File: config.mk
export PLATFORM = sky130hd
export DESIGN_NAME = gun_board_command_responder
export DESIGN_NICKNAME = d
export VERILOG_FILES = /design/src/design/gbcr_pkg.sv /design/src/design/gun_board_command_responder.sv
export VERILOG_INCLUDE_DIRS = /design/src /design/src/design
export SDC_FILE = /design/constraint.sdc
export NUM_CORES = 1
export LEC_CHECK = 0
export ABC_CLOCK_PERIOD_IN_PS = 5440
export BUFFER_PORTS_ARGS = -buffer_cell sky130_fd_sc_hd__buf_2
export CAP_MARGIN = 20
export CORE_MARGIN = 5
export CORE_UTILIZATION = 30
export DETAILED_ROUTE_END_ITERATION = 10
export SLEW_MARGIN = 20
export SYNTH_ARGS = -nofsm -noshare
export SYNTH_HDL_FRONTEND = slang
export SYNTH_SLANG_ARGS = --single-unit
File: constraint.sdc
create_clock -name clock -period 5.44 [get_ports clock]
set_input_delay 0.544 -clock clock [delete_from_list [all_inputs] [get_ports clock]]
set_output_delay 0.544 -clock clock [all_outputs]
set_load 0.05 [all_outputs]
File: src/design/assert_macros.svh
// Assertion macros shared by the light-gun responder RTL.
// No dependencies; included by files that carry concurrent checks.
`ifndef ASSERT_MACROS_SVH
`define ASSERT_MACROS_SVH

// same-cycle implication
`define ASSERT_IMPLIES(label, clk, rst, ante, cons) \
   label: assert property (@(posedge clk) disable iff (rst) (ante) |-> (cons)) \
      else $error("assertion failed: same-cycle implication");

// next-cycle implication
`define ASSERT_NEXT(label, clk, rst, ante, cons) \
   label: assert property (@(posedge clk) disable iff (rst) (ante) |=> (cons)) \
      else $error("assertion failed: next-cycle implication");

`endif

File: src/design/gbcr_pkg.sv
// Package for the light-gun board command responder: beat types, command codes,
// reply kinds and the reply byte selector. No dependencies.
`default_nettype none

package gbcr_pkg;

   localparam logic CMD_WRITE = 1'b0;
   localparam logic CMD_READ  = 1'b1;

   localparam logic [7:0] OP_NONE      = 8'h00;
   localparam logic [7:0] OP_VERSION   = 8'h04;
   localparam logic [7:0] OP_GUN       = 8'h08;
   localparam logic [7:0] OP_NULL      = 8'h0C;
   localparam logic [7:0] OP_DIP       = 8'h10;
   localparam logic [7:0] OP_FREQ1     = 8'h14;
   localparam logic [7:0] OP_FREQ2     = 8'h18;
   localparam logic [7:0] OP_FREQ3     = 8'h19;
   localparam logic [7:0] OP_FREQ4     = 8'h1A;
   localparam logic [7:0] OP_LED       = 8'h1C;

   localparam logic [7:0] REPLY_UNKNOWN = 8'h01;
   localparam logic [7:0] REPLY_FILL    = 8'h75;
   localparam logic [7:0] REPLY_ONES    = 8'hFF;
   localparam logic [7:0] SUM_INIT      = 8'hFF;

   localparam logic [7:0] DIP_FREQ1 = 8'h80;
   localparam logic [7:0] DIP_FREQ2 = 8'h40;
   localparam logic [7:0] DIP_FREQ3 = 8'h20;
   localparam logic [7:0] DIP_FREQ4 = 8'h10;

   localparam logic [2:0] FREQ_NONE = 3'd0;
   localparam logic [2:0] FREQ_1    = 3'd1;
   localparam logic [2:0] FREQ_2    = 3'd2;
   localparam logic [2:0] FREQ_3    = 3'd3;
   localparam logic [2:0] FREQ_4    = 3'd4;

   localparam logic [7:0] LEN_MIN  = 8'd2;
   localparam logic [7:0] LEN_GUN  = 8'd12;
   localparam logic [7:0] LEN_LED  = 8'd11;

   localparam logic [3:0] COUNT_SINGLE = 4'd1;
   localparam logic [3:0] COUNT_GUN    = 4'd11;
   localparam logic [3:0] COUNT_LED    = 4'd10;

   localparam logic [1:0] REG_VERSION = 2'd0;
   localparam logic [1:0] REG_WIDTH   = 2'd1;
   localparam logic [1:0] REG_HEIGHT  = 2'd2;

   localparam logic [15:0] SPAN_RESET = 16'd1024;
   localparam logic [10:0] Y_FULL     = 11'd1024;
   localparam int          FRAC_BITS  = 10;
   localparam int          DVD_BITS   = 16 + FRAC_BITS;
   localparam logic [4:0]  STEP_LAST  = 5'(DVD_BITS - 1);

   typedef enum logic [2:0] {
      ST_IDLE = 3'b001,
      ST_DIV  = 3'b010,
      ST_EMIT = 3'b100
   } state_type;

   typedef enum logic [1:0] {
      KIND_SINGLE = 2'd0,
      KIND_GUN    = 2'd1,
      KIND_LED    = 2'd2
   } kind_type;

   typedef struct packed {
      logic        cmd;
      logic [7:0]  command_byte;
      logic [7:0]  transfer_length;
      logic [15:0] pointer_x;
      logic [15:0] pointer_y;
   } req_type;

   typedef struct packed {
      logic [7:0] response_byte;
      logic       last_byte;
   } rsp_type;

   function automatic logic [7:0] reply_byte(kind_type kind, logic [3:0] idx,
                                             logic [7:0] single, logic [9:0] x,
                                             logic [10:0] y);
      logic [7:0] b;
      b = 8'h00;
      case (kind)
         KIND_SINGLE: b = single;
         KIND_LED:    b = REPLY_ONES;
         KIND_GUN: begin
            case (idx)
               4'd1:    b = {6'b0, x[9:8]};
               4'd2:    b = x[7:0];
               4'd3:    b = {5'b0, y[10:8]};
               4'd4:    b = y[7:0];
               4'd8, 4'd9, 4'd10: b = REPLY_FILL;
               default: b = 8'h00;
            endcase
         end
         default: b = 8'h00;
      endcase
      return b;
   endfunction

endpackage

`default_nettype wire

File: src/design/gun_board_command_responder.sv
// Light-gun board command responder: a write returns no beat; single-byte
// reads are accepted then give 2 beats; gun reads run the shared restoring
// divider (26 steps each for x and y) then give 12 beats; LED reads 11 beats.
// One beat per cycle while rsp_ready holds; next item accepted once the checksum
// beat is loaded. Synchronous active-high reset: control and CSR registers at defaults, no command.
`default_nettype none
`include "assert_macros.svh"

module gun_board_command_responder (
   input  wire                  clock,
   input  wire                  reset,
   input  wire                  req_valid,
   output logic                 req_ready,
   input  wire gbcr_pkg::req_type req_payload,
   output logic                 rsp_valid,
   input  wire                  rsp_ready,
   output gbcr_pkg::rsp_type    rsp_payload,
   input  wire                  csr_write_enable,
   input  wire  [1:0]           csr_index,
   input  wire  [15:0]          csr_write_data
);

   gbcr_pkg::state_type state_ff, state_in;
   gbcr_pkg::kind_type  kind_ff, kind_in;
   logic [7:0]  version_ff, version_in;
   logic [15:0] width_ff, width_in;
   logic [15:0] height_ff, height_in;
   logic [7:0]  pending_ff, pending_in;
   logic [2:0]  freq_ff, freq_in;
   logic [7:0]  single_ff, single_in;
   logic [3:0]  count_ff, count_in;
   logic [3:0]  idx_ff, idx_in;
   logic [7:0]  sum_ff, sum_in;
   logic [15:0] ypos_ff, ypos_in;
   logic [25:0] dvd_ff, dvd_in;
   logic [15:0] rem_ff, rem_in;
   logic [4:0]  step_ff, step_in;
   logic        phase_ff, phase_in;
   logic [9:0]  x_ff, x_in;
   logic [10:0] y_ff, y_in;
   logic        rsp_valid_ff, rsp_valid_in;
   gbcr_pkg::rsp_type rsp_ff, rsp_in;

   logic        accept;
   logic [15:0] divisor;
   logic [16:0] shifted;
   logic [16:0] diff;
   logic        qbit;
   logic [9:0]  quot;
   logic        load;
   logic [7:0]  beat_byte;
   logic [7:0]  dip;
   logic        in_div;
   logic        div_end;

   assign req_ready   = (state_ff == gbcr_pkg::ST_IDLE);
   assign accept      = req_valid && req_ready;
   assign rsp_valid   = rsp_valid_ff;
   assign rsp_payload = rsp_ff;

   // shared divider step
   assign divisor = phase_ff ? height_ff : width_ff;
   assign shifted = {rem_ff, dvd_ff[25]};
   assign diff    = shifted - {1'b0, divisor};
   assign qbit    = (shifted >= {1'b0, divisor});
   assign quot    = (divisor == 16'd0) ? 10'd0 : {dvd_ff[8:0], qbit};
   assign in_div  = (state_ff == gbcr_pkg::ST_DIV);
   assign div_end = in_div && phase_ff && (step_ff == gbcr_pkg::STEP_LAST);

   assign load      = (state_ff == gbcr_pkg::ST_EMIT) && (!rsp_valid_ff || rsp_ready);
   assign beat_byte = gbcr_pkg::reply_byte(kind_ff, idx_ff, single_ff, x_ff, y_ff);

   always_comb begin
      case (freq_ff)
         gbcr_pkg::FREQ_1: dip = gbcr_pkg::DIP_FREQ1;
         gbcr_pkg::FREQ_2: dip = gbcr_pkg::DIP_FREQ2;
         gbcr_pkg::FREQ_3: dip = gbcr_pkg::DIP_FREQ3;
         gbcr_pkg::FREQ_4: dip = gbcr_pkg::DIP_FREQ4;
         default:          dip = 8'h00;
      endcase
   end

   always_comb begin
      state_in     = state_ff;
      kind_in      = kind_ff;
      version_in   = version_ff;
      width_in     = width_ff;
      height_in    = height_ff;
      pending_in   = pending_ff;
      freq_in      = freq_ff;
      single_in    = single_ff;
      count_in     = count_ff;
      idx_in       = idx_ff;
      sum_in       = sum_ff;
      ypos_in      = ypos_ff;
      dvd_in       = dvd_ff;
      rem_in       = rem_ff;
      step_in      = step_ff;
      phase_in     = phase_ff;
      x_in         = x_ff;
      y_in         = y_ff;
      rsp_valid_in = rsp_valid_ff;
      rsp_in       = rsp_ff;

      if (csr_write_enable) begin
         case (csr_index)
            gbcr_pkg::REG_VERSION: version_in = csr_write_data[7:0];
            gbcr_pkg::REG_WIDTH:   width_in   = csr_write_data;
            gbcr_pkg::REG_HEIGHT:  height_in  = csr_write_data;
            default: ;
         endcase
      end

      if (rsp_valid_ff && rsp_ready) begin
         rsp_valid_in = 1'b0;
      end

      case (state_ff)
         gbcr_pkg::ST_IDLE: begin
            if (accept) begin
               if (req_payload.cmd == gbcr_pkg::CMD_WRITE) begin
                  if (req_payload.transfer_length != 8'd0) begin
                     pending_in = req_payload.command_byte;
                  end
               end else if (pending_ff != gbcr_pkg::OP_NONE &&
                            req_payload.transfer_length >= gbcr_pkg::LEN_MIN) begin
                  idx_in    = 4'd0;
                  sum_in    = gbcr_pkg::SUM_INIT;
                  kind_in   = gbcr_pkg::KIND_SINGLE;
                  count_in  = gbcr_pkg::COUNT_SINGLE;
                  single_in = 8'h00;
                  case (pending_ff)
                     gbcr_pkg::OP_GUN: begin
                        if (req_payload.transfer_length >= gbcr_pkg::LEN_GUN) begin
                           kind_in    = gbcr_pkg::KIND_GUN;
                           count_in   = gbcr_pkg::COUNT_GUN;
                           dvd_in     = {req_payload.pointer_x, 10'b0};
                           rem_in     = 16'd0;
                           step_in    = 5'd0;
                           phase_in   = 1'b0;
                           ypos_in    = req_payload.pointer_y;
                           pending_in = gbcr_pkg::OP_NONE;
                           state_in   = gbcr_pkg::ST_DIV;
                        end
                     end
                     gbcr_pkg::OP_LED: begin
                        if (req_payload.transfer_length >= gbcr_pkg::LEN_LED) begin
                           kind_in    = gbcr_pkg::KIND_LED;
                           count_in   = gbcr_pkg::COUNT_LED;
                           pending_in = gbcr_pkg::OP_NONE;
                           state_in   = gbcr_pkg::ST_EMIT;
                        end
                     end
                     default: begin
                        case (pending_ff)
                           gbcr_pkg::OP_VERSION: single_in = version_ff;
                           gbcr_pkg::OP_NULL:    single_in = 8'h00;
                           gbcr_pkg::OP_DIP:     single_in = dip;
                           gbcr_pkg::OP_FREQ1:   freq_in   = gbcr_pkg::FREQ_1;
                           gbcr_pkg::OP_FREQ2:   freq_in   = gbcr_pkg::FREQ_2;
                           gbcr_pkg::OP_FREQ3:   freq_in   = gbcr_pkg::FREQ_3;
                           gbcr_pkg::OP_FREQ4:   freq_in   = gbcr_pkg::FREQ_4;
                           default:              single_in = gbcr_pkg::REPLY_UNKNOWN;
                        endcase
                        pending_in = gbcr_pkg::OP_NONE;
                        state_in   = gbcr_pkg::ST_EMIT;
                     end
                  endcase
               end
            end
         end
         gbcr_pkg::ST_DIV: begin
            rem_in  = qbit ? diff[15:0] : shifted[15:0];
            dvd_in  = {dvd_ff[24:0], qbit};
            step_in = step_ff + 5'd1;
            if (step_ff == gbcr_pkg::STEP_LAST) begin
               step_in = 5'd0;
               rem_in  = 16'd0;
               if (!phase_ff) begin
                  x_in     = quot;
                  dvd_in   = {ypos_ff, 10'b0};
                  phase_in = 1'b1;
               end else begin
                  y_in     = gbcr_pkg::Y_FULL - {1'b0, quot};
                  state_in = gbcr_pkg::ST_EMIT;
               end
            end
         end
         gbcr_pkg::ST_EMIT: begin
            if (load) begin
               rsp_valid_in = 1'b1;
               if (idx_ff == count_ff) begin
                  rsp_in   = '{response_byte: sum_ff, last_byte: 1'b1};
                  state_in = gbcr_pkg::ST_IDLE;
               end else begin
                  rsp_in = '{response_byte: beat_byte, last_byte: 1'b0};
                  sum_in = sum_ff - beat_byte;
                  idx_in = idx_ff + 4'd1;
               end
            end
         end
         default: state_in = gbcr_pkg::ST_IDLE;
      endcase
   end

   always_ff @(posedge clock) begin
      if (reset) begin
         state_ff     <= gbcr_pkg::ST_IDLE;
         version_ff   <= 8'h00;
         width_ff     <= gbcr_pkg::SPAN_RESET;
         height_ff    <= gbcr_pkg::SPAN_RESET;
         pending_ff   <= gbcr_pkg::OP_NONE;
         freq_ff      <= gbcr_pkg::FREQ_NONE;
         rsp_valid_ff <= 1'b0;
         idx_ff       <= 4'd0;
         step_ff      <= 5'd0;
         phase_ff     <= 1'b0;
      end else begin
         state_ff     <= state_in;
         version_ff   <= version_in;
         width_ff     <= width_in;
         height_ff    <= height_in;
         pending_ff   <= pending_in;
         freq_ff      <= freq_in;
         rsp_valid_ff <= rsp_valid_in;
         idx_ff       <= idx_in;
         step_ff      <= step_in;
         phase_ff     <= phase_in;
      end
   end

   always_ff @(posedge clock) begin
      kind_ff   <= kind_in;
      single_ff <= single_in;
      count_ff  <= count_in;
      sum_ff    <= sum_in;
      ypos_ff   <= ypos_in;
      dvd_ff    <= dvd_in;
      rem_ff    <= rem_in;
      x_ff      <= x_in;
      y_ff      <= y_in;
      rsp_ff    <= rsp_in;
   end

   `ASSERT_IMPLIES(a_emit_idx, clock, reset, state_ff == gbcr_pkg::ST_EMIT, idx_ff <= count_ff)
   `ASSERT_NEXT(a_no_cmd_idle, clock, reset, accept && pending_ff == gbcr_pkg::OP_NONE, req_ready)
   `ASSERT_NEXT(a_div_done, clock, reset, div_end, state_ff == gbcr_pkg::ST_EMIT)
   `ASSERT_IMPLIES(a_div_kind, clock, reset, in_div, kind_ff == gbcr_pkg::KIND_GUN)

endmodule

`default_nettype wire

==> impl_metrics.json, run 1 <==
{
  "finalWeightedCongestion": 0.890,
  "synth_edf_count": 108,
  "core_mm2": 0.0294,
  "drt_wl_total_um": 20500,
  "vias": 6761,
  "grt_max_degree": 66,
  "cts_setup_buffers": 0,
  "drive_above_1_share_pct": 15.4,
  "max_freq_mhz": 245,
  "slew_violations": 0,
  "antenna_found_initial": 0,
  "yosys_warnings": 0,
  "tritoncts_num_sinks": 173,
  "slew_headroom_pct": 32.7,
  "path_max_fanout": 18,
  "antenna_cells": 0,
  "worst-path-buf-inv": 0,
  "yosysTopAreaCellShare_pct": 36.6,
  "period_minus_slack_ps": 4080,
  "synth-seq-cells": 173,
  "area_growth_pct": 15.0,
  "synth_cell_types": 80,
  "synthArstFlopShare_pct": 0,
  "ys_seq_area_share_pct": 51.3,
  "htreeDepth": 4,
  "synthAdderAreaFrac_pct": 4.69,
  "synth_compound_area_share_pct": 15.1,
  "vias_per_cell": 4.94,
  "ios": 83,
  "setup_violations": 0,
  "cp.required_ps": 5600,
  "cts_tree": "built",
  "synth_cells": 901,
  "peakVddDrop_v": 0.000141,
  "cts_hold_buf": 0,
  "rows": 63,
  "yosysTopAreaCell": "edfxtp_1",
  "avgSynthCellArea_um2": 9.83,
  "path_cells": "mux2i_1 -> ha_1 -> a21o_1 -> a211oi_2 -> o41ai_2 -> o31ai_2 -> nand2_2 -> nand2b_1 -> ha_1 -> nor2b_1 -> a31oi_1 -> o21ai_0",
  "period_share_pct": 74.9,
  "crit_top_cell": "ha_1",
  "critPathKind": "register to register",
  "ys.flop_type": "edfxtp_1",
  "hold_viol": 0,
  "p_leak_uw": 0.00371,
  "utilization_pct": 34.6,
  "synth_mux_area_share_pct": 3.45,
  "crit_slowest_cell": "dfxtp_1",
  "grt_pass1_wl_um": 33200,
  "status": "finished, final reports clean",
  "die_area_mm2": 0.0331,
  "hp-class": "input pin to register",
  "dp_hpwl_um": 14800,
  "numCtsBuffers": 17,
  "cp.arrival_ps": 4240,
  "first_pass_iters": 5,
  "grt_pass1_vias": 6615,
  "wl_per_cell_um": 15.0,
  "clk_pin_slew_ps": 70,
  "final_nets": 1071,
  "setup_tns_ps": 0,
  "rsz0062_at_grt": "false",
  "clk-insertion-delay-late_ps": 420,
  "grtUsageTotal_pct": 12.2,
  "start_util_pct": 30.1,
  "powerDensity_mw_per_mm2": 277,
  "synth_area_leaders": "edfxtp_1 (37%), dfxtp_1 (15%), nand2_1 (6.7%)",
  "syn_nets": 1005,
  "die_h_um": 182,
  "cap_violations": 0,
  "first_iter_violations": 589,
  "cts.repair.resized": 0,
  "cp_slowest_stage_delay_ps": 870,
  "pre_cts_ws_ps": 1400,
  "yosys.area_share.simple_pct": 20.2,
  "grt_overflow_total": 0,
  "cp-end-kind": "register",
  "antenna_left": 0,
  "setup_ws_ps": 1360,
  "drc": 0,
  "io_buffers": 82,
  "die_w_um": 182,
  "critPathLaunchType": "register",
  "syn_area_mm2": 0.00886,
  "synth_xor_area_share_pct": 1.78,
  "critPathTopFamily": "compound AO/OA/AOI/OAI gates",
  "ctsRootBufferMaster": "clkbuf_16",
  "worst_slew_pin_slew_ps": 1010,
  "clock_path_buffers": 2,
  "clock-skew-final_ps": 12.1,
  "synth_top_family_by_area": "simple AND/OR/NAND/NOR gates"
}
worst reg2reg max path, cell delays in order (launching register included):
cell and delay (ps):
dfxtp_1 870, mux2i_1 390, ha_1 380, a21o_1 200, a211oi_2 350, o41ai_2 150
o31ai_2 300, nand2_2 290, nand2b_1 200, ha_1 310, nor2b_1 120, a31oi_1 170
o21ai_0 100
routing by layer:
metal | global-route usage, % | part of all wire (%)
met1 | 16.0 | 47
met2 | 20.3 | 48
met3 | 2.30 | 3.3
met4 | 3.93 | 2.1
met5 | 0 | 0
final timing paths:
check                  startpoint           end  slack [ps]  cells after the start
setup / recovery         phase_ff       y_ff[6]        1360                     12
hold / removal    req_payload[11]   ypos_ff[11]         290                      1
setup reg to reg         phase_ff       y_ff[6]        1360                     12
hold reg to reg      width_ff[15]  width_ff[15]         450                      2
cell families (layout without fill, tap and decap cells):
family                   count (synthesis)  in the layout
flip-flops                             173            173
multiplexers                            30             30
AO/OA/AOI/OAI                          204            204
XOR/XNOR                                18             18
buffers and inverters                   66            145
AND/OR/NAND/NOR                        378            378
adder cells (fa/ha/maj)                 32             32
sequential cells by signal (all words and copies together) (netlist names), 9 cells and up:
signal	flops
ypos_ff	16
rsp_payload	9
y_ff	11
x_ff	10
height_ff	16
width_ff	16
dvd_ff	26
rem_ff	16
placed cells by master (no fill, tap or decap), types with 4 or more instances in the layout:
| cell type | Yosys | routed |
|---|---|---|
| nand2_1 | 157 | 157 |
| edfxtp_1 | 108 | 108 |
| nor2_1 | 87 | 86 |
| buf_2 | 5 | 82 |
| a21oi_1 | 70 | 70 |
| dfxtp_1 | 65 | 65 |
| o21ai_0 | 33 | 33 |
| ha_1 | 30 | 30 |
| mux2i_1 | 26 | 26 |
| inv_1 | 22 | 22 |
| a31oi_1 | 22 | 22 |
| clkbuf_16 | 0 | 17 |
| nor3_1 | 18 | 16 |
| a22oi_1 | 15 | 15 |
| nor2b_1 | 15 | 15 |
| nand2b_1 | 14 | 14 |
| and3_1 | 14 | 14 |
| nand3_1 | 13 | 13 |
| xnor2_1 | 12 | 12 |
| nor4_1 | 8 | 8 |
| and2_1 | 8 | 8 |
| buf_4 | 1 | 8 |
| nand3b_1 | 7 | 7 |
| o31ai_1 | 7 | 7 |
| o21a_1 | 7 | 7 |
| xor2_1 | 6 | 6 |
| nor3b_1 | 5 | 5 |
| or3_1 | 5 | 5 |
| mux2_2 | 4 | 4 |
| nand4_1 | 4 | 4 |
| o211ai_1 | 4 | 4 |
| a21o_1 | 4 | 4 |
per-stage QoR:
stage          std cells  hold WS [ps]  instance area, µm²  power [µW]
2_1_floorplan        901           433                8860        1610
3_3_place_gp        1338           445                9610        1680
3_5_place_dp        1338           448                9610        1680
4_1_cts             1370           273               10200        2860
5_1_grt             1370           269               10200        2940
6_report            1370           291               10200        2830
Yosys cell counts, drive strengths merged (9+ instances only):
master / n
clkbuf: 29
a31oi: 22
a21oi: 71
mux2i: 26
nor2: 88
dfxtp: 65
buf: 14
nor3: 19
nand3: 13
xnor2: 12
nand2: 160
nor2b: 16
and3: 15
o21ai: 34
edfxtp: 108
nand2b: 14
a22oi: 15
nor4: 9
ha: 30
inv: 23
final cells by class:
cell class / instances / area [µm²]
clock buffers: 19 / 443
fillers: 2950 / 19200
multi-input cells: 662 / 4030
repair buffers: 90 / 470
well taps: 390 / 488
flip-flops and latches: 173 / 4540
clock inverters: 13 / 130
inverters: 23 / 86.3
where the power goes:
part | internal [µW] | total, µW | switching [µW]
Clock | 618 | 1170 | 553
Combinational | 93.9 | 229 | 135
Sequential | 1410 | 1420 | 16.2
Note: power is estimated with default switching activity, not from simulation.
==> inputs of run 2 (changes only) <==
--- a/config.mk
+++ b/config.mk
@@ -6,7 +6,7 @@
 export SDC_FILE = /design/constraint.sdc
 export NUM_CORES = 1
 export LEC_CHECK = 0
-export ABC_CLOCK_PERIOD_IN_PS = 5440
+export ABC_CLOCK_PERIOD_IN_PS = 4200
 export BUFFER_PORTS_ARGS = -buffer_cell sky130_fd_sc_hd__buf_2
 export CAP_MARGIN = 20
 export CORE_MARGIN = 5
==> constraint.sdc (replaced) <==
create_clock -name clock -period 4.2 [get_ports clock]
set_input_delay 0.42 -clock clock [delete_from_list [all_inputs] [get_ports clock]]
set_output_delay 0.42 -clock clock [all_outputs]
set_load 0.05 [all_outputs]
==> run 2 against run 1 <==
  * Global-route usage shrank 0.13 points
  * Highest routed layer unchanged
  * Power grew 32%
  * Combinational power grew 31%
  * Clock skew grew 0.60 ps
  * Critical path type unchanged
  * Critical path depth grew 1
  * Non-clock buffer count grew 3
  * Setup slack lost 820 ps
  * Hold slack lost 130 ps
  * Maximum frequency grew 11%
  * Die area is the same
  * Design area grew 0.41%
  * Sequential cell count is the same
  * Critical endpoint unchanged
==> impl_metrics.json, run 2 (synthesized netlist as in run 1, its figures left out) <==
{
  "total_power_uw": 3730,
  "power_frac_seq_pct": 49.5,
  "period_share_pct": 87.0,
  "setup_ws_ps": 544,
  "cts.repair.resized": 0,
  "numCtsBuffers": 17,
  "wl_per_cell_um": 14.9,
  "vias": 6744,
  "period_minus_slack_ps": 3660,
  "p_clk_share_pct": 42.5,
  "grt_pass1_wl_um": 32700,
  "max_freq_mhz": 274,
  "slew_headroom_pct": 35.9,
  "cap_violations": 0,
  "grtUsageTotal_pct": 12.1,
  "antenna_cells": 0,
  "critPathLaunchType": "register",
  "first_pass_iters": 5,
  "finalWeightedCongestion": 0.880,
  "setup_tns_ps": 0,
  "cts_setup_buffers": 0,
  "tritoncts_num_sinks": 173,
  "die_area_mm2": 0.0331,
  "p_sw_share_pct": 26.3,
  "hp-class": "input pin to register",
  "io_buffers": 82,
  "regMostFlops": "dvd_ff",
  "path_max_fanout": 12,
  "largest_reg_flops": 26,
  "cts_hold_buf": 0,
  "powerDensity_mw_per_mm2": 365,
  "cp_slowest_stage_delay_ps": 690,
  "ios": 83,
  "htreeDepth": 4,
  "clock-skew-final_ps": 12.7,
  "setup_violations": 0,
  "clock_path_buffers": 2,
  "area_growth_pct": 15.4,
  "rows": 63,
  "antenna_left": 0,
  "final_nets": 1074,
  "drive_above_1_share_pct": 15.8,
  "start_util_pct": 30.1,
  "first_iter_violations": 506,
  "clk_pin_slew_ps": 80,
  "hold_viol": 0,
  "clk-insertion-delay-late_ps": 430,
  "critPathKind": "register to register",
  "die_h_um": 182,
  "slew_violations": 0,
  "place_area_mm2": 0.00963,
  "rsz0062_at_grt": "false",
  "worstSetupStartpoint": "phase_ff",
  "core_mm2": 0.0294,
  "worst_slew_pin_slew_ps": 960,
  "status": "finished, final reports clean",
  "design_area_mm2": 0.0102,
  "cp-end-kind": "register",
  "dp_hpwl_um": 14600,
  "layout_common_cells": "nand2_1 (157), edfxtp_1 (108), nor2_1 (85)",
  "power.switching_uw": 979,
  "grt_overflow_total": 0,
  "pwr-share-comb_pct": 8.0,
  "cts_tree": "built",
  "mostFrequentLayoutCell": "nand2_1",
  "cp.required_ps": 4470,
  "grt_pass1_vias": 6259,
  "grt_max_degree": 66,
  "drc": 0,
  "internal_power_uw": 2750,
  "ctsRootBufferMaster": "clkbuf_16",
  "crit_top_cell": "ha_1",
  "p_leak_uw": 0.00374,
  "worstReg2RegStart": "phase_ff",
  "hold_start": "req_payload[12]",
  "antenna_found_initial": 0,
  "drt_wl_total_um": 20500,
  "crit_slowest_cell": "dfxtp_1",
  "fill_cells": 2962,
  "peakVddDrop_v": 0.000204,
  "vias_per_cell": 4.91,
  "pre_cts_ws_ps": 542,
  "die_w_um": 182,
  "path_cells": "buf_4 -> mux2i_1 -> ha_1 -> and4_1 -> a21oi_1 -> nand3_1 -> o21ai_1 -> nand2_2 -> nand2b_1 -> ha_1 -> nor2b_1 -> a31oi_1 -> o21ai_0",
  "hold-worst-slack_ps": 158,
  "cp.arrival_ps": 3930
}
run 2: cell count changes in the layout (fill, tap and decap cells not counted), sizes merged:
cell      change
inv           +1
clkinvlp      -2
clkbuf        -2
clkinv        +3
buf           +3
run 2: cell type report:
cell class	count	area, µm²	area share [%]
Sequential cell	173	4540	44.4
Clock buffer	17	425	4.16
Clock inverter	15	169	1.65
Inverter	23	86.3	0.844
Timing Repair Buffer	93	493	4.82
Tap cell	390	488	4.77
Multi-Input combinational cell	662	4020	39.3
run 2: per-layer routing:
| layer | routed length [µm] | vias to the layer above | global-route usage [%] |
|---|---|---|---|
| met1 | 9770 | 3202 | 16.5 |
| met3 | 693 | 28 | 1.74 |
| li1 | - | 3391 | - |
| met4 | 412 | 0 | 4.83 |
| met2 | 9580 | 123 | 19.2 |
| met5 | 0 | - | 0 |
run 2: worst max-delay path: cells and delay by family (launching register included):
kind                     cells  cell delay, ps
adder cells (fa/ha/maj)      2             640
AND/OR/NAND/NOR              5             890
buffers and inverters        1             330
multiplexers                 1             280
flip-flops                   1             690
AO/OA/AOI/OAI                4             670
run 2: metrics by stage:
stage                     instances  utilization, %
after floorplan                 901               -
after global placement         1341            32.7
after detailed placement       1341            32.8
after CTS                      1373            34.8
after global routing           1373            34.8
final                          1373            34.8
run 2: power by group through the flow:
stage	clock network [µW]	registers, µW	logic [µW]
finish	1580	1840	300
global route	1690	1850	335
CTS	1610	1840	302
detailed placement	0	1880	301
global placement	0	1880	296
floorplan	0	1870	211
run 2: path summary, 6_finish.rpt:
kind | endpoint | depth (start not counted) | slack (ps)
max | y_ff[6] | 13 | 540
min | ypos_ff[12] | 1 | 160
max reg2reg | y_ff[6] | 13 | 540
min reg2reg | width_ff[13] | 2 | 460
